===== config.mk =====
export PLATFORM = sky130hd
export DESIGN_NAME = kmg_seq
export DESIGN_NICKNAME = d
export VERILOG_FILES = /design/src/rtl/core/kmg_pkg.sv /design/src/rtl/core/kmg_ram.sv /design/src/rtl/core/kmg_seq.sv
export SDC_FILE = /design/constraint.sdc
export NUM_CORES = 2
export LEC_CHECK = 0
export ABC_AREA = 1
export BUFFER_PORTS_ARGS = -buffer_cell sky130_fd_sc_hd__buf_2
export CORE_ASPECT_RATIO = 2
export CORE_MARGIN = 1.5
export CORE_UTILIZATION = 40
export CTS_CLUSTER_SIZE = 20
export DETAILED_ROUTE_END_ITERATION = 10
export GPL_TIMING_DRIVEN = 1
export HOLD_SLACK_MARGIN = 0.08
export PLACE_DENSITY = 0.57
export SYNTH_ARGS = -nofsm -noshare
export SYNTH_HDL_FRONTEND = slang
export SYNTH_SLANG_ARGS = --single-unit

===== constraint.sdc =====
create_clock -name clk -period 9.3 [get_ports clk]
set_input_delay 0.465 -clock clk [delete_from_list [all_inputs] [get_ports clk]]
set_output_delay 0.465 -clock clk [all_outputs]
set_load 0.02 [all_outputs]

===== src/rtl/core/kmg_pkg.sv =====
package kmg_pkg;

	localparam int MAX_CLIENTS    = 64;
	localparam int MAX_FACILITIES = 64;
	localparam int DIST_WIDTH     = 16;

	localparam int CW   = $clog2(MAX_CLIENTS);
	localparam int FW   = $clog2(MAX_FACILITIES);
	localparam int AW   = CW + FW;
	localparam int CNTW = 7;
	localparam int BDW  = DIST_WIDTH + 1;
	localparam int COSTW = 23;
	localparam int TOTW = 22;
	localparam int PAW  = 4;

	localparam logic [PAW-1:0] REG_CLIENTS    = 4'h0;
	localparam logic [PAW-1:0] REG_FACILITIES = 4'h4;
	localparam logic [PAW-1:0] REG_LIMIT      = 4'h8;

	localparam logic CMD_LOAD  = 1'b0;
	localparam logic CMD_START = 1'b1;

	typedef struct packed {
		logic [6:0] nc;
		logic [6:0] nf;
		logic [6:0] k;
	} kmg_cfg_t;

	typedef struct packed {
		logic              cmd;
		logic [5:0]        client_index;
		logic [5:0]        facility_index;
		logic [15:0]       distance;
	} kmg_req_t;

	typedef struct packed {
		logic [5:0]  client_id;
		logic [5:0]  assigned_facility;
		logic [15:0] client_distance;
		logic [21:0] cost_sum;
		logic [6:0]  opened_count;
		logic        last;
	} kmg_res_t;

	typedef enum logic [3:0] {
		ST_IDLE,
		ST_INIT,
		ST_EVAL,
		ST_DRAIN,
		ST_PICK,
		ST_UPD,
		ST_UPD_DRAIN,
		ST_ASSIGN,
		ST_ASSIGN_DRAIN,
		ST_FETCH,
		ST_EMIT
	} kmg_state_t;

	function automatic logic [6:0] clamp_cnt(input logic [6:0] v, input int hi);
		logic [6:0] r;
		r = v;
		if (v == '0) r = 7'd1;
		else if (int'(v) > hi) r = 7'(hi);
		return r;
	endfunction

endpackage


===== src/rtl/core/kmg_ram.sv =====
module kmg_ram #(
	parameter int WIDTH = 16,
	parameter int DEPTH = 4096
) (
	input  logic                     clk,
	input  logic                     we,
	input  logic [$clog2(DEPTH)-1:0] waddr,
	input  logic [WIDTH-1:0]         wdata,
	input  logic [$clog2(DEPTH)-1:0] raddr,
	output logic [WIDTH-1:0]         rdata
);
	logic [WIDTH-1:0] mem [DEPTH];

	always_ff @(posedge clk) begin
		if (we)
			mem[waddr] <= wdata;
		rdata <= mem[raddr];
	end
endmodule


===== src/rtl/core/kmg_seq.sv =====
// Sequencer: one matrix entry per cycle through a shared min/add/compare datapath.
module kmg_seq (
	input  logic                    clk,
	input  logic                    arst_n,
	input  kmg_pkg::kmg_cfg_t       cfg,
	input  logic                    start,
	output logic                    busy,
	output logic [kmg_pkg::AW-1:0]  raddr,
	input  logic [kmg_pkg::DIST_WIDTH-1:0] rdata,
	output logic                    res_valid,
	input  logic                    res_ready,
	output kmg_pkg::kmg_res_t       res
);
	import kmg_pkg::*;

	kmg_state_t state_q, state_d;
	logic [6:0] ci_q, fj_q;          // walk counters (hold count value)
	logic [CW-1:0] rd_ci_s1;         // client of entry in flight
	logic rd_v_s1;
	logic [COSTW-1:0] sum_q, best_cost_q, cur_cost_q;
	logic [FW-1:0] best_j_q;
	logic found_q;
	logic [6:0] round_q, opened_q;
	logic [MAX_FACILITIES-1:0] open_q;
	logic [TOTW-1:0] total_q;
	logic [BDW-1:0] abd_q;
	logic [FW-1:0] abf_q, rd_f_s1;

	logic [BDW-1:0] d_ext, cur_bd, mn, bd_rdata, bd_wdata, asg_b;
	logic [FW-1:0] bf_rdata, asg_f;
	logic [CW-1:0] bd_raddr, bd_waddr;
	logic bd_we, bf_we;
	logic lt, last_c, last_f;
	logic [6:0] ci_nx;

	assign d_ext  = {1'b0, rdata};
	// nothing is open before the first update: every client is still unreached
	assign cur_bd = (round_q == '0) ? '1 : bd_rdata;
	// shared compare unit
	assign lt = (state_q == ST_ASSIGN || state_q == ST_ASSIGN_DRAIN) ?
		(d_ext < abd_q) : (d_ext < cur_bd);
	assign mn = lt ? d_ext : cur_bd;

	assign ci_nx  = ci_q + 7'd1;
	assign last_c = (ci_nx == cfg.nc);
	assign last_f = (fj_q + 7'd1 == cfg.nf);

	always_comb begin
		state_d = state_q;
		unique case (state_q)
			ST_IDLE:  if (start) state_d = ST_INIT;
			ST_INIT:  state_d = ST_EVAL;
			ST_EVAL:  if (open_q[fj_q[FW-1:0]] || last_c) state_d = ST_DRAIN;
			ST_DRAIN: state_d = last_f ? ST_PICK : ST_EVAL;
			ST_PICK:  state_d = (found_q) ? ST_UPD : ST_ASSIGN;
			ST_UPD:   if (last_c) state_d = ST_UPD_DRAIN;
			ST_UPD_DRAIN: state_d = (round_q + 7'd1 == cfg.k || opened_q == cfg.nf)
				? ST_ASSIGN : ST_EVAL;
			ST_ASSIGN: if (last_f) state_d = ST_ASSIGN_DRAIN;
			ST_ASSIGN_DRAIN: state_d = last_c ? ST_FETCH : ST_ASSIGN;
			ST_FETCH: state_d = ST_EMIT;
			ST_EMIT:  if (res_ready && last_c) state_d = ST_IDLE;
			default:  state_d = ST_IDLE;
		endcase
	end

	always_ff @(posedge clk or negedge arst_n) begin
		if (!arst_n) state_q <= ST_IDLE;
		else state_q <= state_d;
	end

	always_comb begin
		raddr = {ci_q[CW-1:0], fj_q[FW-1:0]};
	end

	// per-client store: read ahead so the row on the output matches ci_q
	always_comb begin
		bd_raddr = ci_q[CW-1:0];
		if (state_q == ST_EMIT && res_ready) bd_raddr = ci_nx[CW-1:0];
	end

	always_comb begin
		asg_b = abd_q;
		asg_f = abf_q;
		if (rd_v_s1 && lt) begin
			asg_b = d_ext;
			asg_f = rd_f_s1;
		end
		if (asg_b == '1) asg_b = '0;
		bd_we = 1'b0;
		bd_waddr = rd_ci_s1;
		bd_wdata = mn;
		bf_we = 1'b0;
		if ((state_q == ST_UPD && rd_v_s1) || state_q == ST_UPD_DRAIN) bd_we = 1'b1;
		if (state_q == ST_ASSIGN_DRAIN) begin
			bd_we = 1'b1;
			bd_waddr = ci_q[CW-1:0];
			bd_wdata = asg_b;
			bf_we = 1'b1;
		end
	end

	kmg_ram #(.WIDTH(BDW), .DEPTH(MAX_CLIENTS)) u_bd (
		.clk, .we(bd_we), .waddr(bd_waddr), .wdata(bd_wdata),
		.raddr(bd_raddr), .rdata(bd_rdata));

	kmg_ram #(.WIDTH(FW), .DEPTH(MAX_CLIENTS)) u_bf (
		.clk, .we(bf_we), .waddr(ci_q[CW-1:0]), .wdata(asg_f),
		.raddr(bd_raddr), .rdata(bf_rdata));

	always_ff @(posedge clk or negedge arst_n) begin
		if (!arst_n) begin
			ci_q <= '0; fj_q <= '0; rd_v_s1 <= 1'b0; round_q <= '0; opened_q <= '0;
			open_q <= '0; found_q <= 1'b0;
			rd_ci_s1 <= '0; rd_f_s1 <= '0; best_j_q <= '0;
			sum_q <= '0; best_cost_q <= '1; cur_cost_q <= '1;
			total_q <= '0; abd_q <= '1; abf_q <= '0;
		end else begin
			rd_v_s1 <= 1'b0;
			unique case (state_q)
				ST_IDLE: begin
					ci_q <= '0; fj_q <= '0;
				end
				ST_INIT: begin
					open_q <= '0; round_q <= '0; opened_q <= '0; found_q <= 1'b0;
					cur_cost_q <= '1; best_cost_q <= '1; sum_q <= '0;
				end
				ST_EVAL: begin
					// skip open facility: no reads
					if (!open_q[fj_q[FW-1:0]]) begin
						rd_v_s1 <= 1'b1;
						rd_ci_s1 <= ci_q[CW-1:0];
						ci_q <= last_c ? '0 : ci_nx;
					end
					if (rd_v_s1) sum_q <= sum_q + COSTW'(mn);
				end
				ST_DRAIN: begin
					logic [COSTW-1:0] s;
					s = rd_v_s1 ? sum_q + COSTW'(mn) : sum_q;
					if (!open_q[fj_q[FW-1:0]] && s < best_cost_q) begin
						best_cost_q <= s; best_j_q <= fj_q[FW-1:0]; found_q <= 1'b1;
					end
					sum_q <= '0; ci_q <= '0;
					fj_q <= last_f ? '0 : fj_q + 7'd1;
				end
				ST_PICK: begin
					if (found_q) begin
						open_q[best_j_q] <= 1'b1;
						opened_q <= opened_q + 7'd1;
						cur_cost_q <= best_cost_q;
						fj_q <= 7'(best_j_q);
					end
					ci_q <= '0;
				end
				ST_UPD: begin
					rd_v_s1 <= 1'b1;
					rd_ci_s1 <= ci_q[CW-1:0];
					ci_q <= last_c ? '0 : ci_nx;
				end
				ST_UPD_DRAIN: begin
					round_q <= round_q + 7'd1;
					found_q <= 1'b0;
					best_cost_q <= cur_cost_q;
					fj_q <= '0; ci_q <= '0;
					abd_q <= '1; total_q <= '0;
				end
				ST_ASSIGN: begin
					rd_v_s1 <= open_q[fj_q[FW-1:0]];
					rd_f_s1 <= fj_q[FW-1:0];
					fj_q <= last_f ? '0 : fj_q + 7'd1;
					if (rd_v_s1 && lt) begin abd_q <= d_ext; abf_q <= rd_f_s1; end
					if (fj_q == '0) begin abd_q <= '1; abf_q <= '0; end
				end
				ST_ASSIGN_DRAIN: begin
					total_q <= total_q + TOTW'(asg_b);
					abd_q <= '1; abf_q <= '0;
					ci_q <= last_c ? '0 : ci_nx;
				end
				ST_EMIT: begin
					if (res_ready) ci_q <= ci_nx;
				end
				default: ;
			endcase
			if (state_q == ST_PICK && !found_q) begin
				fj_q <= '0; abd_q <= '1; abf_q <= '0; total_q <= '0;
			end
		end
	end

	assign busy = (state_q != ST_IDLE);
	assign res_valid = (state_q == ST_EMIT);
	assign res.client_id = ci_q[CW-1:0];
	assign res.assigned_facility = bf_rdata;
	assign res.client_distance = bd_rdata[DIST_WIDTH-1:0];
	assign res.cost_sum = total_q;
	assign res.opened_count = opened_q;
	assign res.last = last_c;

	a_emit_busy: assert property (@(posedge clk) disable iff (!arst_n)
		res_valid |-> busy) else $error("emit while idle");
	a_opened_le_k: assert property (@(posedge clk) disable iff (!arst_n)
		res_valid |-> (opened_q <= cfg.k && opened_q != '0))
		else $error("opened count out of range");
	a_last_idle: assert property (@(posedge clk) disable iff (!arst_n)
		(res_valid && res_ready && res.last) |=> state_q == ST_IDLE)
		else $error("no idle after last row");
endmodule

==> results.sh <==
export IMPL_postSynthAreaPerCell_um2=11.8
export IMPL_reg2reg_depth=34
export IMPL_grt_usage_pct=23.3
export IMPL_yosys_area_top_type="edfxtp_1"
export IMPL_start_util_pct=40.2
export IMPL_critPathMaxFanout=49
export IMPL_avgRoutedWirePerCell_um=25.1
export IMPL_p_leak_nw=28.1
export IMPL_cts_root_buf="clkbuf_16"
export IMPL_hpwl_um=142000
export IMPL_cts_resized=0
export IMPL_vdd_drop_max_mv=0.207
export IMPL_grt_pass1_vias=50000
export IMPL_antenna_found_initial=4
export IMPL_worstSetupEndpointType="register"
export IMPL_crit_slowest_cell="o311ai_0"
export IMPL_ys_top_cells_by_area="edfxtp_1, o211ai_1, dfrtp_1, o21ai_0, nor2_1"
export IMPL_finalCriticalPeriod_ps=7790
export IMPL_overflow=0
export IMPL_rsz0062_at_grt="false"
export IMPL_drv_slew=0
export IMPL_avgViaCountPerCell=5.63
export IMPL_synth_seq_cells=1725
export IMPL_outcome="complete, no violations"
export IMPL_cts_clk_slew_worst_paths_ps=60
export IMPL_grt_pass1_wl_um=329000
export IMPL_drive_above_1_share_pct=11.2
export IMPL_hold_depth=5
export IMPL_htree_levels=4
export IMPL_maxCapViolCount=0
export IMPL_syn_nets=6466
export IMPL_final_cell_mix="edfxtp_1, o21ai_0, nor2_1, o211ai_1, nand2_1"
export IMPL_hp_class="primary input to register"
export IMPL_cts_buffers=157
export IMPL_drc=0
export IMPL_worstPathArrival_ps=8500
export IMPL_gp_congestion=0.926
export IMPL_dr_pass1_iters=8
export IMPL_max_freq_mhz=128
export IMPL_timing_rr_start="round_q[0]"
export IMPL_cts_sinks=1725
export IMPL_yosysSeqAreaShare_pct=67.5
export IMPL_yosys_cell_types_count=62
export IMPL_worst_pin_slew_ps=1340
export IMPL_power_density_nw_per_um2=291
export IMPL_postSynthCellCount=6330
export IMPL_r2r_end="best_cost_q[13]"
export IMPL_die_x_um=309
export IMPL_clk_path_buf_depth=4
export IMPL_worstSetupPathType="register to register"
export IMPL_rows=224
export IMPL_finalSetupTns_ps=0
export IMPL_core_area_um2=186000
export IMPL_worstHoldEndpoint="state_q[3]"
export IMPL_hold_viol_final=0
export IMPL_nNetsFinal=6440
export IMPL_routed_wl_um=224000
export IMPL_slew_headroom_pct=10.1
export IMPL_portBuffers=112
export IMPL_area_delta_synth_final_pct=10.7
export IMPL_path_common_cell="nand2_1"
export IMPL_finalCritPeriodShare_pct=83.8
export IMPL_die_area_um2=190000
export IMPL_synth_area_um2=74800
export IMPL_synth_top_area_share_pct=59.1
export IMPL_clk_latency_ps=800
export IMPL_critical_path_required_ps=10010
export IMPL_setup_viol=0
export IMPL_drt_iter0_drc=4483
export IMPL_yosys_warnings=0
export IMPL_num_vias=50100
export IMPL_cts_tree="built"
export IMPL_rrSetupSlack_ps=1510
export IMPL_critPathLaunchType="register"
export IMPL_critPathMaxStageDelay_ps=890
export IMPL_final_util_pct=44.5
export IMPL_io_pins=113
export IMPL_mostFrequentLayoutCell="edfxtp_1"
export IMPL_grt_start_max_net_pins=177
export IMPL_die_h_um=614
export IMPL_ant_nets=0
export IMPL_fin_skew_ps=70.1
export IMPL_min_from="start"
-- cell type report --
type                       instances  area [µm²]
tap                             2486        3110
antenna                            4        10.0
inverter                         326        1260
multi-input combinational       3846       21300
timing repair buffer             248        1720
clock inverter                    60         591
sequential                      1725       50500
clock buffer                     208        4340
fill                           16900      103000
-- logic make-up after synthesis --
kind of cell / share of synthesized area, %
and+or+nand+nor: 11.0
AOI/OAI and AO/OA: 14.8
DFF: 67.5
buffers and inverters: 4.32
adders and majority gates: 1.61
xor gates and xnor gates: 0.644
-- state kept, by name, indices dropped and copies added, names as in the netlist --
register	flops
u_bf.rdata	6
state_q	4
u_bd.rdata	17
opened_q	7
rd_v_s1	1
round_q	7
cur_cost_q	23
u_bf.mem	384
u_bd.mem	1088
total_q	22
rd_ci_s1	6
open_q	64
abd_q	17
ci_q	7
fj_q	7
best_j_q	6
best_cost_q	23
abf_q	6
sum_q	23
rd_f_s1	6
found_q	1
-- what timing repair did --
action,in CTS,in global routing
setup buffers,0,0
hold buffers,1,0
hold endpoints to repair,92,0
-- how the worst max path moves through the flow --
stage,start,end,slack (ps)
after global placement,round_q[0],best_cost_q[4],1590
after floorplan,round_q[0],best_cost_q[0],3480
final,round_q[0],best_cost_q[13],1510
after global routing,round_q[0],best_cost_q[8],830
after CTS,round_q[0],best_cost_q[13],1530
after detailed placement,round_q[0],best_cost_q[13],1570
-- worst max-delay path: cells and delay by family (launching register included) --
family	cells	cell delay [ps]
simple gates	20	3240
buf+inv	4	540
xor+xnor	1	380
flops	1	450
fa+ha+maj	4	1060
compound gates	5	2000
-- power by group --
group	switching [W]	internal [W]	total [W]	leakage, nW
logic	0.00596	0.00217	0.00813	9.36
clock network	0.00282	0.00361	0.00643	2.41
registers	0.000297	0.00920	0.00949	16.3
-- metal layers --
| metal | wire (µm) | share of wire, % | GRT usage [%] |
|---|---|---|---|
| met5 | 0 | 0 | 0 |
| met2 | 117000 | 52 | 42.0 |
| met3 | 9790 | 4.4 | 2.56 |
| met4 | 18500 | 8.2 | 17.2 |
| met1 | 78600 | 35 | 25.0 |
-- metrics by stage --
stage | cell area [µm²] | total power, W | instances | worst slack (ps) | hold WS, ps
detailed placement | 77800 | 0.0178 | 8630 | 1570 | 458
floorplan | 74800 | 0.0149 | 6330 | 3480 | 169
finish | 82800 | 0.0240 | 8903 | 1510 | 187
global route | 82800 | 0.0252 | 8902 | 832 | 208
global placement | 77800 | 0.0176 | 8630 | 1590 | 455
CTS | 82800 | 0.0242 | 8899 | 1530 | 126
-- Yosys cell counts (all sizes together) --
library cell	instances
a32oi	3
a32o	4
nand3b	15
o41ai	1
a221oi	1
nor2	760
a22oi	13
nand4	31
o211ai	558
xnor2	23
and3	1
buf	173
nor4b	1
a31oi	2
o32ai	1
a21oi	175
nand3	236
nor3b	1
or2	224
xor2	32
nand2	544
nor3	34
a21o	3
o21a	2
inv	324
clkinv	2
o2111ai	1
a22o	2
dfrtp	167
a21boi	3
o21bai	62
fa	2
nor4	14
dfstp	63
o22ai	124
ha	93
a211oi	1
clkbuf	260
o21ai	858
edfxtp	1472
dfxtp	23
o311ai	1
o221ai	20
(Power assumes the default switching activity.)
