File: config.mk
export PLATFORM = sky130hd
export DESIGN_NAME = kmg_cfg
export DESIGN_NICKNAME = d
export VERILOG_FILES = /design/src/rtl/core/kmg_pkg.sv /design/src/rtl/core/kmg_cfg.sv
export SDC_FILE = /design/constraint.sdc
export NUM_CORES = 1
export LEC_CHECK = 0
export BUFFER_PORTS_ARGS = -buffer_cell sky130_fd_sc_hd__buf_2
export CAP_MARGIN = 10
export CELL_PAD_IN_SITES_DETAIL_PLACEMENT = 0
export CELL_PAD_IN_SITES_GLOBAL_PLACEMENT = 1
export CORE_ASPECT_RATIO = 0.6
export CORE_UTILIZATION = 31
export DETAILED_ROUTE_END_ITERATION = 16
export GPL_ROUTABILITY_DRIVEN = 0
export PLACE_DENSITY = 0.87
export SYNTH_ARGS = -nofsm -noshare
export SYNTH_HDL_FRONTEND = slang
export SYNTH_SLANG_ARGS = --single-unit
File: constraint.sdc
create_clock -name clk -period 2 [get_ports clk]
set_clock_uncertainty 0.05 [all_clocks]
set_input_delay 0 -clock clk [delete_from_list [all_inputs] [get_ports clk]]
set_output_delay 0 -clock clk [all_outputs]
set_load 0.01 [all_outputs]
File: src/rtl/core/kmg_pkg.sv
package kmg_pkg;

	localparam int MAX_CLIENTS    = 64;
	localparam int MAX_FACILITIES = 64;
	localparam int DIST_WIDTH     = 16;

	localparam int CW   = $clog2(MAX_CLIENTS);
	localparam int FW   = $clog2(MAX_FACILITIES);
	localparam int AW   = CW + FW;
	localparam int CNTW = 7;
	localparam int BDW  = DIST_WIDTH + 1;
	localparam int COSTW = 23;
	localparam int TOTW = 22;
	localparam int PAW  = 4;

	localparam logic [PAW-1:0] REG_CLIENTS    = 4'h0;
	localparam logic [PAW-1:0] REG_FACILITIES = 4'h4;
	localparam logic [PAW-1:0] REG_LIMIT      = 4'h8;

	localparam logic CMD_LOAD  = 1'b0;
	localparam logic CMD_START = 1'b1;

	typedef struct packed {
		logic [6:0] nc;
		logic [6:0] nf;
		logic [6:0] k;
	} kmg_cfg_t;

	typedef struct packed {
		logic              cmd;
		logic [5:0]        client_index;
		logic [5:0]        facility_index;
		logic [15:0]       distance;
	} kmg_req_t;

	typedef struct packed {
		logic [5:0]  client_id;
		logic [5:0]  assigned_facility;
		logic [15:0] client_distance;
		logic [21:0] cost_sum;
		logic [6:0]  opened_count;
		logic        last;
	} kmg_res_t;

	typedef enum logic [3:0] {
		ST_IDLE,
		ST_INIT,
		ST_EVAL,
		ST_DRAIN,
		ST_PICK,
		ST_UPD,
		ST_UPD_DRAIN,
		ST_ASSIGN,
		ST_ASSIGN_DRAIN,
		ST_FETCH,
		ST_EMIT
	} kmg_state_t;

	function automatic logic [6:0] clamp_cnt(input logic [6:0] v, input int hi);
		logic [6:0] r;
		r = v;
		if (v == '0) r = 7'd1;
		else if (int'(v) > hi) r = 7'(hi);
		return r;
	endfunction

endpackage

File: src/rtl/core/kmg_cfg.sv
module kmg_cfg (
	input  logic                    clk,
	input  logic                    arst_n,
	input  logic                    psel,
	input  logic                    penable,
	input  logic                    pwrite,
	input  logic [kmg_pkg::PAW-1:0] paddr,
	input  logic [31:0]             pwdata,
	output logic [31:0]             prdata,
	output logic                    pready,
	output kmg_pkg::kmg_cfg_t       cfg
);
	import kmg_pkg::*;

	logic [6:0] nc_q, nf_q, k_q;
	logic wr;

	assign pready = 1'b1;
	assign wr = psel && penable && pwrite;

	always_ff @(posedge clk or negedge arst_n) begin
		if (!arst_n) begin
			nc_q <= 7'd1;
			nf_q <= 7'd1;
			k_q  <= 7'd1;
		end else if (wr) begin
			if (paddr == REG_CLIENTS)    nc_q <= pwdata[6:0];
			if (paddr == REG_FACILITIES) nf_q <= pwdata[6:0];
			if (paddr == REG_LIMIT)      k_q  <= pwdata[6:0];
		end
	end

	always_comb begin
		prdata = '0;
		if (paddr == REG_CLIENTS)         prdata[6:0] = nc_q;
		else if (paddr == REG_FACILITIES) prdata[6:0] = nf_q;
		else if (paddr == REG_LIMIT)      prdata[6:0] = k_q;
	end

	assign cfg.nc = clamp_cnt(nc_q, MAX_CLIENTS);
	assign cfg.nf = clamp_cnt(nf_q, MAX_FACILITIES);
	assign cfg.k  = clamp_cnt(k_q, MAX_FACILITIES);
endmodule

==> results of run 1 <==
final cells by class:
type,instances,area [µm²]
clock inverters,1,5.00
repair buffers,52,303
flip-flops and latches,21,529
well taps,60,75.1
clock buffers,3,41.3
fillers,442,2510
inverters,1,3.75
multi-input cells,110,696
layer usage:
layer  GRT usage, %  up-vias  wire, µm
li1               -      508         -
met1           19.7      472      1580
met2           19.9       36      1240
met3           4.21        2       171
met4           2.46        0        12
met5              0        -         0
power groups by stage:
stage	Combinational, W	Clock (W)	Sequential [W]
6_report	0.000319	0.000286	0.000554
5_1_grt	0.000358	0.000316	0.000566
4_1_cts	0.000324	0.000293	0.000555
3_5_place_dp	0.000311	0	0.000563
3_3_place_gp	0.000306	0	0.000561
2_1_floorplan	0.000238	0	0.000539
stage by stage:
stage                     total power (W)  hold slack, ns
after floorplan                  0.000777          -0.346
after global placement           0.000867         -0.0742
after detailed placement         0.000874         -0.0646
after CTS                         0.00117           0.174
after global routing              0.00124           0.203
final                             0.00116           0.155
state kept, by name, indices dropped and copies added, names as in the netlist:
name  cells
k_q       7
nc_q      7
nf_q      7
cells in the mapped netlist:
cell / count / share of area, %
sky130_fd_sc_hd__a21oi_1: 10 / 3.7
sky130_fd_sc_hd__and4_1: 1 / 0.64
sky130_fd_sc_hd__buf_4: 27 / 15
sky130_fd_sc_hd__buf_6: 1 / 0.83
sky130_fd_sc_hd__clkbuf_1: 3 / 0.83
sky130_fd_sc_hd__conb_1: 2 / 0.55
sky130_fd_sc_hd__dfrtp_1: 18 / 33
sky130_fd_sc_hd__dfstp_2: 3 / 5.8
sky130_fd_sc_hd__inv_1: 1 / 0.27
sky130_fd_sc_hd__mux2_2: 21 / 17
sky130_fd_sc_hd__nand2_1: 7 / 1.9
sky130_fd_sc_hd__nand3_1: 1 / 0.37
sky130_fd_sc_hd__nor2_1: 13 / 3.6
sky130_fd_sc_hd__nor2_8: 1 / 1.5
sky130_fd_sc_hd__nor2b_1: 15 / 6.9
sky130_fd_sc_hd__nor3_1: 4 / 1.5
sky130_fd_sc_hd__nor3_4: 1 / 1.2
sky130_fd_sc_hd__nor4b_4: 1 / 1.7
sky130_fd_sc_hd__o21ai_0: 7 / 2.6
sky130_fd_sc_hd__or3_1: 1 / 0.46
sky130_fd_sc_hd__or4_1: 1 / 0.55
worst max-delay path by stage:
stage / from / to / slack (ns) / cells past startpoint
global route: nc_q[3] / cfg[14] / 0.53 / 4
CTS: paddr[1] / nc_q[6] / 0.60 / 4
finish: paddr[1] / nc_q[6] / 0.60 / 4
detailed placement: paddr[1] / nc_q[6] / 0.31 / 4
global placement: paddr[1] / nc_q[2] / 0.33 / 4
floorplan: paddr[1] / nc_q[1] / 0.67 / 4
kinds of logic after synthesis:
| group | after synthesis | synth area share (%) |
|---|---|---|
| muxes | 21 | 17.3 |
| and+or+nand+nor | 46 | 20.3 |
| buffers and inverters | 32 | 16.8 |
| DFF | 21 | 38.8 |
| AOI/OAI and AO/OA | 17 | 6.24 |
| other | 2 | 0.551 |
==> results.rst, run 1 <==
.. list-table::
   :header-rows: 1

   * - Metric
     - Value
   * - Result of the run
     - finished, final reports clean
   * - Shortest period the worst path allows
     - 1.40 ns
   * - Average detailed-routed wire length per instance
     - 12.1 µm
   * - Most common cell after layout, fill and taps aside
     - sky130_fd_sc_hd__buf_2
   * - Clock-pin slew reported for the worst setup and hold paths after clock tree synthesis
     - 0.08 ns
   * - Synthesized instance count
     - 139
   * - Sequential share of the synthesized area
     - 38.8%
   * - Length in cells of the worst reg-to-reg path
     - 1
   * - Cell with the largest stage delay on the worst path
     - sky130_fd_sc_hd__or4_1
   * - Final instance area
     - 0.00165 mm²
   * - Max-cap viol count
     - 0
   * - Initial detailed-routing violation count
     - 24
   * - CTS Buffer Depth
     - 2
   * - Number of antenna violations at the first check in global routing
     - 0
   * - Setup TNS
     - 0 ns
   * - Startpoint of the worst-slack reg-to-reg timing path
     - nc_q[6]
   * - Setup repair after global routing missed its margin
     - false
   * - CP Buf/Inv Count
     - 1
   * - Growth of design area from synthesis to finish
     - 21.2%
   * - Worst slack at placement
     - 0.311 ns
   * - CTS tree
     - done
   * - Chip Height
     - 53.4 µm
   * - Launching element type of the critical path
     - input pin
   * - WS Path Type
     - input pin to register
   * - R2r setup slk
     - 1.03 ns
   * - Number of nets in the finished design
     - 230
   * - All-Layer GR Usage
     - 13.7%
   * - Post-DP HPWL
     - 2.40 mm
   * - Maximum clock frequency
     - 714 MHz
   * - Share of layout cells above drive strength 1
     - 39.9%
   * - Count of TritonRoute iterations in the first routing pass
     - 4
   * - Quantity of hold-fixing buffers added after cts
     - 8
   * - Deepest level of the CTS H-tree
     - 1
   * - Count of endpoints failing setup in the final report
     - 0
   * - CTS buffer count
     - 3
   * - Number of buffers inserted to repair setup after CTS
     - 0
   * - Relative contribution of combinational cells to total power
     - 27.5%
   * - Initial Util
     - 32.7%
   * - RR Endpoint
     - nc_q[6]
   * - HP Class
     - input pin to asynchronous set/reset pin
   * - Horiz. Die Dim
     - 87.6 µm
   * - Number of cells in the finished layout apart from fillers
     - 248
   * - Fin worst setup slack
     - 0.599 ns
   * - Proportion of total power due to net switching
     - 32.6%
   * - Number of top-level pins
     - 95
   * - Rel. slew slack
     - 59.2%
   * - YS warnings
     - 0
   * - Pin count of the biggest net entering global routing
     - 22
   * - Global route total overflow
     - 0
   * - Area inside the core boundary
     - 0.00417 mm²
   * - Post-route DRC violation count
     - 0
   * - Slew Limit Fails
     - 0
   * - Lkg Pwr
     - 0.885 nW
   * - Aggregate routed wire length
     - 3.00 mm
   * - Highest fanout seen on the critical path
     - 8
   * - Biggest cell delay along the critical path
     - 0.75 ns
   * - Clock tree sinks
     - 21
   * - Reported net switching power
     - 0.000377 W
   * - Final standard cell utilization of the core
     - 39.7%
   * - Number of hold violations in the final report
     - 0
   * - Data arrival at the endpoint of the critical path
     - 1.50 ns
   * - FF+latch count, synth
     - 21
   * - Largest delay share family, worst path
     - simple AND/OR/NAND/NOR gates
   * - Post-Synthesis Cell Area
     - 0.00136 mm²
   * - Via count of the first global-routing pass
     - 909
   * - Worst endpoint required time
     - 2.10 ns
   * - Final period utilization
     - 70.1%
   * - Number of gates resized after cts
     - 0
   * - Worst-Margin Slew
     - 0.607 ns
   * - Placed cell count
     - 236
   * - Routed Antenna Nets
     - 0
   * - Cells along the critical path
     - buf_2, or4_1, nor2_8, mux2_2
   * - IO buf count
     - 43
   * - Total number of vias
     - 1018
   * - Internal power
     - 0.000781 W
   * - Cell variety after synth
     - 21
   * - Area of placed instances
     - 0.00153 mm²
   * - Die Footprint
     - 0.00468 mm²
   * - Peak supply drop
     - 359 µV
   * - First-pass GRT wire length
     - 4.63 mm
   * - Cell area power density
     - 701 mW/mm²
   * - Clock Root Buffer
     - sky130_fd_sc_hd__clkbuf_8
   * - Proportion of power drawn by the clock network
     - 24.7%
   * - Avg Vias per Cell
     - 4.10
   * - Post-Synthesis Mean Instance Area
     - 9.81 µm²
   * - Share of power burned in registers
     - 47.8%
   * - Antenna diode count
     - 0
   * - Endpoint kind of the worst setup timing path
     - register
   * - Placement row count
     - 18
   * - Latest clock arrival within the worst-skew pair
     - 0.27 ns
   * - Commonest cells after routing, fill and taps aside
     - sky130_fd_sc_hd__buf_2, sky130_fd_sc_hd__conb_1, sky130_fd_sc_hd__mux2_2
Note: power is estimated with default switching activity, not from simulation.
==> run 2: changes to the inputs <==
- CORE_UTILIZATION: 31 -> 29
- PLACE_DENSITY: 0.87 -> 0.83
- clock period: 2 -> 1.5 ns (I/O delays scaled with it)
==> results.rst, run 2 (same netlist as run 1, synthesis figures left out) <==
.. list-table::
   :header-rows: 1

   * - Metric
     - Value
   * - Result of the run
     - finished, final reports clean
   * - Number of hold violations in the final report
     - 0
   * - Lkg Pwr
     - 0.916 nW
   * - HP Class
     - input pin to asynchronous set/reset pin
   * - Die Footprint
     - 0.00499 mm²
   * - Number of buffers inserted to repair setup after CTS
     - 0
   * - IO buf count
     - 43
   * - Number of antenna violations at the first check in global routing
     - 0
   * - Count of TritonRoute iterations in the first routing pass
     - 4
   * - Initial Util
     - 31.7%
   * - CTS Buffer Depth
     - 2
   * - Chip Height
     - 55.1 µm
   * - First-pass GRT wire length
     - 4.82 mm
   * - Setup repair after global routing missed its margin
     - false
   * - Endpoint kind of the worst setup timing path
     - output port
   * - Final period utilization
     - 91.3%
   * - Avg Vias per Cell
     - 4.25
   * - Quantity of hold-fixing buffers added after cts
     - 8
   * - Count of endpoints failing setup in the final report
     - 0
   * - Clock-pin slew reported for the worst setup and hold paths after clock tree synthesis
     - 0.07 ns
   * - Via count of the first global-routing pass
     - 959
   * - Horiz. Die Dim
     - 90.5 µm
   * - Number of nets in the finished design
     - 237
   * - Global route total overflow
     - 0
   * - Initial detailed-routing violation count
     - 56
   * - Worst endpoint required time
     - 1.45 ns
   * - Routed Antenna Nets
     - 0
   * - CTS tree
     - done
   * - Pin count of the biggest net entering global routing
     - 22
   * - Growth of design area from synthesis to finish
     - 25.0%
   * - Shortest period the worst path allows
     - 1.37 ns
   * - Antenna diode count
     - 0
   * - Average detailed-routed wire length per instance
     - 12.5 µm
   * - Placed cell count
     - 243
   * - Area inside the core boundary
     - 0.00430 mm²
   * - Number of gates resized after cts
     - 0
   * - Number of top-level pins
     - 95
   * - Share of layout cells above drive strength 1
     - 41.5%
   * - CTS buffer count
     - 3
   * - Highest fanout seen on the critical path
     - 4
   * - Area of placed instances
     - 0.00158 mm²
   * - Cell area power density
     - 905 mW/mm²
   * - Maximum clock frequency
     - 730 MHz
   * - WS Path Type
     - register to output port
   * - Max-cap viol count
     - 0
   * - Clock Root Buffer
     - sky130_fd_sc_hd__clkbuf_8
   * - Placement row count
     - 18
   * - Most common cell after layout, fill and taps aside
     - sky130_fd_sc_hd__buf_2
   * - Clock tree sinks
     - 21
   * - Final instance area
     - 0.00170 mm²
   * - Number of cells in the finished layout apart from fillers
     - 255
   * - Deepest level of the CTS H-tree
     - 1
   * - Peak supply drop
     - 423 µV
   * - Largest registers ranked by flip-flop count
     - k_q (7), nc_q (7), nf_q (7)
   * - Aggregate routed wire length
     - 3.19 mm
   * - Data arrival at the endpoint of the critical path
     - 1.32 ns
   * - Post-DP HPWL
     - 2.54 mm
   * - Commonest cells after routing, fill and taps aside
     - sky130_fd_sc_hd__buf_2, sky130_fd_sc_hd__conb_1, sky130_fd_sc_hd__mux2_2
   * - Latest clock arrival within the worst-skew pair
     - 0.25 ns
   * - Slew Limit Fails
     - 0
   * - All-Layer GR Usage
     - 12.7%
   * - Launching element type of the critical path
     - register
   * - Post-route DRC violation count
     - 0
   * - Total number of vias
     - 1085
## run 2: power breakdown
| group | switching (W) | internal, W |
|---|---|---|
| Clock | 0.000172 | 0.000189 |
| Sequential | 0.0000909 | 0.000649 |
| Combinational | 0.000225 | 0.000216 |
| Total | 0.000488 | 0.00105 |
## run 2: critical path, stage by stage, from the launching register on
cell	delay [ns]
sky130_fd_sc_hd__dfrtp_1	0.41
sky130_fd_sc_hd__nor3_1	0.31
sky130_fd_sc_hd__a21oi_1	0.11
sky130_fd_sc_hd__nor2_1	0.09
sky130_fd_sc_hd__buf_2	0.14
## run 2: routing by layer
metal / routed length (µm) / GRT usage [%]
met2: 1410 / 21.1
met4: 0 / 0
met3: 180 / 3.83
met1: 1590 / 17.6
met5: 0 / 0
## run 2: final timing paths
| kind | start | to | slack [ns] | cells after the start |
|---|---|---|---|---|
| worst max-delay path | nc_q[1] | cfg[14] | 0.13 | 4 |
| worst min-delay path | arst_n | nf_q[5] | 0.18 | 2 |
| worst max register to register | nc_q[6] | nc_q[6] | 0.55 | 1 |
| worst min register to register | nf_q[3] | nf_q[3] | 0.51 | 1 |
| max in group asynchronous | arst_n | nf_q[0] | 0.87 | 2 |
| min in group clk | penable | k_q[2] | 0.28 | 4 |
## run 2: area by class of cell
class / count / area [µm²]
fill: 467 / 2600
inverter: 1 / 3.75
multi-input combinational: 110 / 696
clock buffer: 4 / 45.0
sequential: 21 / 529
timing repair buffer: 59 / 355
tap: 60 / 75.1
## run 2: stage by stage
step	hold WS (ns)	TNS (ns)	total power, W	utilization, %	worst slack [ns]
finish	0.182	0	0.00154	39.6	0.130
floorplan	-0.346	0	0.00104	-	0.165
CTS	0.188	0	0.00157	39.6	0.114
global route	0.221	0	0.00164	39.6	0.0513
global placement	-0.0711	0	0.00117	36.7	0.00926
detailed placement	-0.0663	-0.0813	0.00118	36.7	-0.0188
==> run 3: changes to the inputs <==
==> constraint.sdc (replaced) <==
create_clock -name clk -period 1.5 [get_ports clk]
set_clock_uncertainty 0.05 [all_clocks]
set_input_delay 0.15 -clock clk [delete_from_list [all_inputs] [get_ports clk]]
set_output_delay 0.15 -clock clk [all_outputs]
set_load 0.01 [all_outputs]
==> results.rst, run 3 (same netlist as run 1, synthesis figures left out) <==
.. list-table::
   :header-rows: 1

   * - Metric
     - Value
   * - Die Footprint
     - 0.00499 mm²
   * - R2r setup slk
     - 0.53 ns
   * - Cells along the critical path
     - nor3_2, a21oi_1, nor2_1, buf_2
   * - Number of antenna violations at the first check in global routing
     - 0
   * - CTS Buffer Depth
     - 2
   * - Latest clock arrival within the worst-skew pair
     - 0.26 ns
   * - Lkg Pwr
     - 0.904 nW
   * - Peak supply drop
     - 484 µV
   * - Clock-pin slew reported for the worst setup and hold paths after clock tree synthesis
     - 0.08 ns
   * - Data arrival at the endpoint of the critical path
     - 1.28 ns
   * - Number of nets in the finished design
     - 231
   * - Number of cells in the finished layout apart from fillers
     - 249
   * - CP Buf/Inv Count
     - 1
   * - Initial detailed-routing violation count
     - 39
   * - Hold Slack
     - 0.0987 ns
   * - Number of hold violations in the final report
     - 0
   * - Routed Antenna Nets
     - 0
   * - Worst endpoint required time
     - 1.30 ns
   * - Setup repair after global routing missed its margin
     - true
   * - Endpoint kind of the worst setup timing path
     - output port
   * - Number of stages on the worst hold path
     - 2
   * - All-Layer GR Usage
     - 13.1%
   * - Placement row count
     - 18
   * - Hold_sp
     - pwdata[3]
   * - Biggest cell delay along the critical path
     - 0.42 ns
   * - Placed cell count
     - 244
   * - Hold path endpoint
     - nc_q[3]
   * - Shortest period the worst path allows
     - 1.48 ns
   * - Count of TritonRoute iterations in the first routing pass
     - 4
   * - Deepest level of the CTS H-tree
     - 1
   * - Final standard cell utilization of the core
     - 39.1%
   * - Area inside the core boundary
     - 0.00430 mm²
   * - Post-route DRC violation count
     - 0
   * - Slew Limit Fails
     - 0
   * - Horiz. Die Dim
     - 90.5 µm
   * - Global route total overflow
     - 0
   * - WS Path Type
     - register to output port
   * - Share of layout cells above drive strength 1
     - 46.6%
   * - CTS buffer count
     - 3
   * - Count of endpoints failing setup in the final report
     - 0
   * - Max-cap viol count
     - 0
   * - Largest delay share family, worst path
     - flip-flops
   * - Length in cells of the worst reg-to-reg path
     - 2
   * - Largest registers ranked by flip-flop count
     - k_q (7), nc_q (7), nf_q (7)
   * - Initial Util
     - 31.7%
   * - Worst slack at placement
     - -0.186 ns
   * - Final period utilization
     - 98.3%
   * - Antenna diode count
     - 0
   * - HP Class
     - input pin to register
   * - Filler cell count in the final layout
     - 464
   * - Commonest cells after routing, fill and taps aside
     - sky130_fd_sc_hd__buf_2, sky130_fd_sc_hd__conb_1, sky130_fd_sc_hd__mux2_2
   * - Maximum clock frequency
     - 678 MHz
   * - Post-DP HPWL
     - 2.55 mm
   * - Clock tree sinks
     - 21
   * - Avg Vias per Cell
     - 4.20
   * - Clock Root Buffer
     - sky130_fd_sc_hd__clkbuf_8
   * - RR Endpoint
     - nc_q[2]
   * - Cell with the largest stage delay on the worst path
     - sky130_fd_sc_hd__dfrtp_1
   * - Highest fanout seen on the critical path
     - 3
   * - Average detailed-routed wire length per instance
     - 12.8 µm
   * - Cell area power density
     - 926 mW/mm²
   * - Total number of vias
     - 1047
   * - CTS tree
     - done
   * - Most common cell after layout, fill and taps aside
     - sky130_fd_sc_hd__buf_2
   * - First-pass GRT wire length
     - 4.86 mm
   * - Pin count of the biggest net entering global routing
     - 22
   * - Aggregate routed wire length
     - 3.18 mm
   * - Via count of the first global-routing pass
     - 920
   * - Growth of design area from synthesis to finish
     - 23.2%
   * - Result of the run
     - finished, final reports clean
   * - Launching element type of the critical path
     - register
   * - Chip Height
     - 55.1 µm
   * - IO buf count
     - 43
   * - Fin worst setup slack
     - 0.0249 ns
   * - Startpoint of the worst-slack reg-to-reg timing path
     - nc_q[2]
   * - Number of top-level pins
     - 95
## run 3: changes by cell type in the layout (fill, tap and decap cells not counted), sizes merged
cell,before,now
clkbuf,4,3
clkinv,0,1
buf,51,52
dlygate4sd3,8,1
## run 3: cell type report
type,instances,area [µm²],share of cell area (%)
clock buffer,3,41.3,2.46
clock inverter,1,5.00,0.298
inverter,1,3.75,0.223
multi-input combinational,110,717,42.7
sequential,21,529,31.5
tap,60,75.1,4.47
timing repair buffer,53,309,18.4
## run 3: power by group
part           switching [W]  total (W)  internal, W  leakage [nW]
Clock               0.000192   0.000377     0.000185        0.0255
Combinational       0.000224   0.000437     0.000213         0.608
Sequential         0.0000935   0.000743     0.000649         0.270
Total               0.000510    0.00156      0.00105         0.904
## run 3: metrics by stage
step,cell area [µm²],power (W),setup TNS (ns)
after floorplan,1450,0.00104,0
after global placement,1600,0.00117,-2.50
after detailed placement,1600,0.00118,-2.79
after CTS,1660,0.00157,0
after global routing,1680,0.00166,-0.0783
final,1680,0.00156,0
## run 3: what timing repair did
item	CTS	global route
resized for setup	2	4
pin swaps	1	1
endpoints found under the hold margin	18	0
endpoints found under the setup margin	8	6
buffers inserted	0	1
hold buffers	1	0
## run 3: worst max path at each step
stage,end,start,slack (ns),cells after the start
after floorplan,nc_q[1],paddr[1],0.02,4
after global placement,nc_q[4],paddr[1],-0.16,4
after detailed placement,nc_q[6],paddr[1],-0.19,4
after CTS,prdata[4],paddr[0],0.04,7
after global routing,cfg[14],nc_q[2],-0.07,4
final,cfg[14],nc_q[2],0.02,4
## run 3: layer usage
layer | global-route usage, % | wire length (µm) | vias up | share of wire, %
met1 | 18.9 | 1670 | 507 | 53
met2 | 19.9 | 1380 | 27 | 43
met3 | 4.10 | 131 | 0 | 4.1
met5 | 0 | 0 | - | 0
met4 | 0.806 | 0 | 0 | 0
li1 | - | - | 513 | -
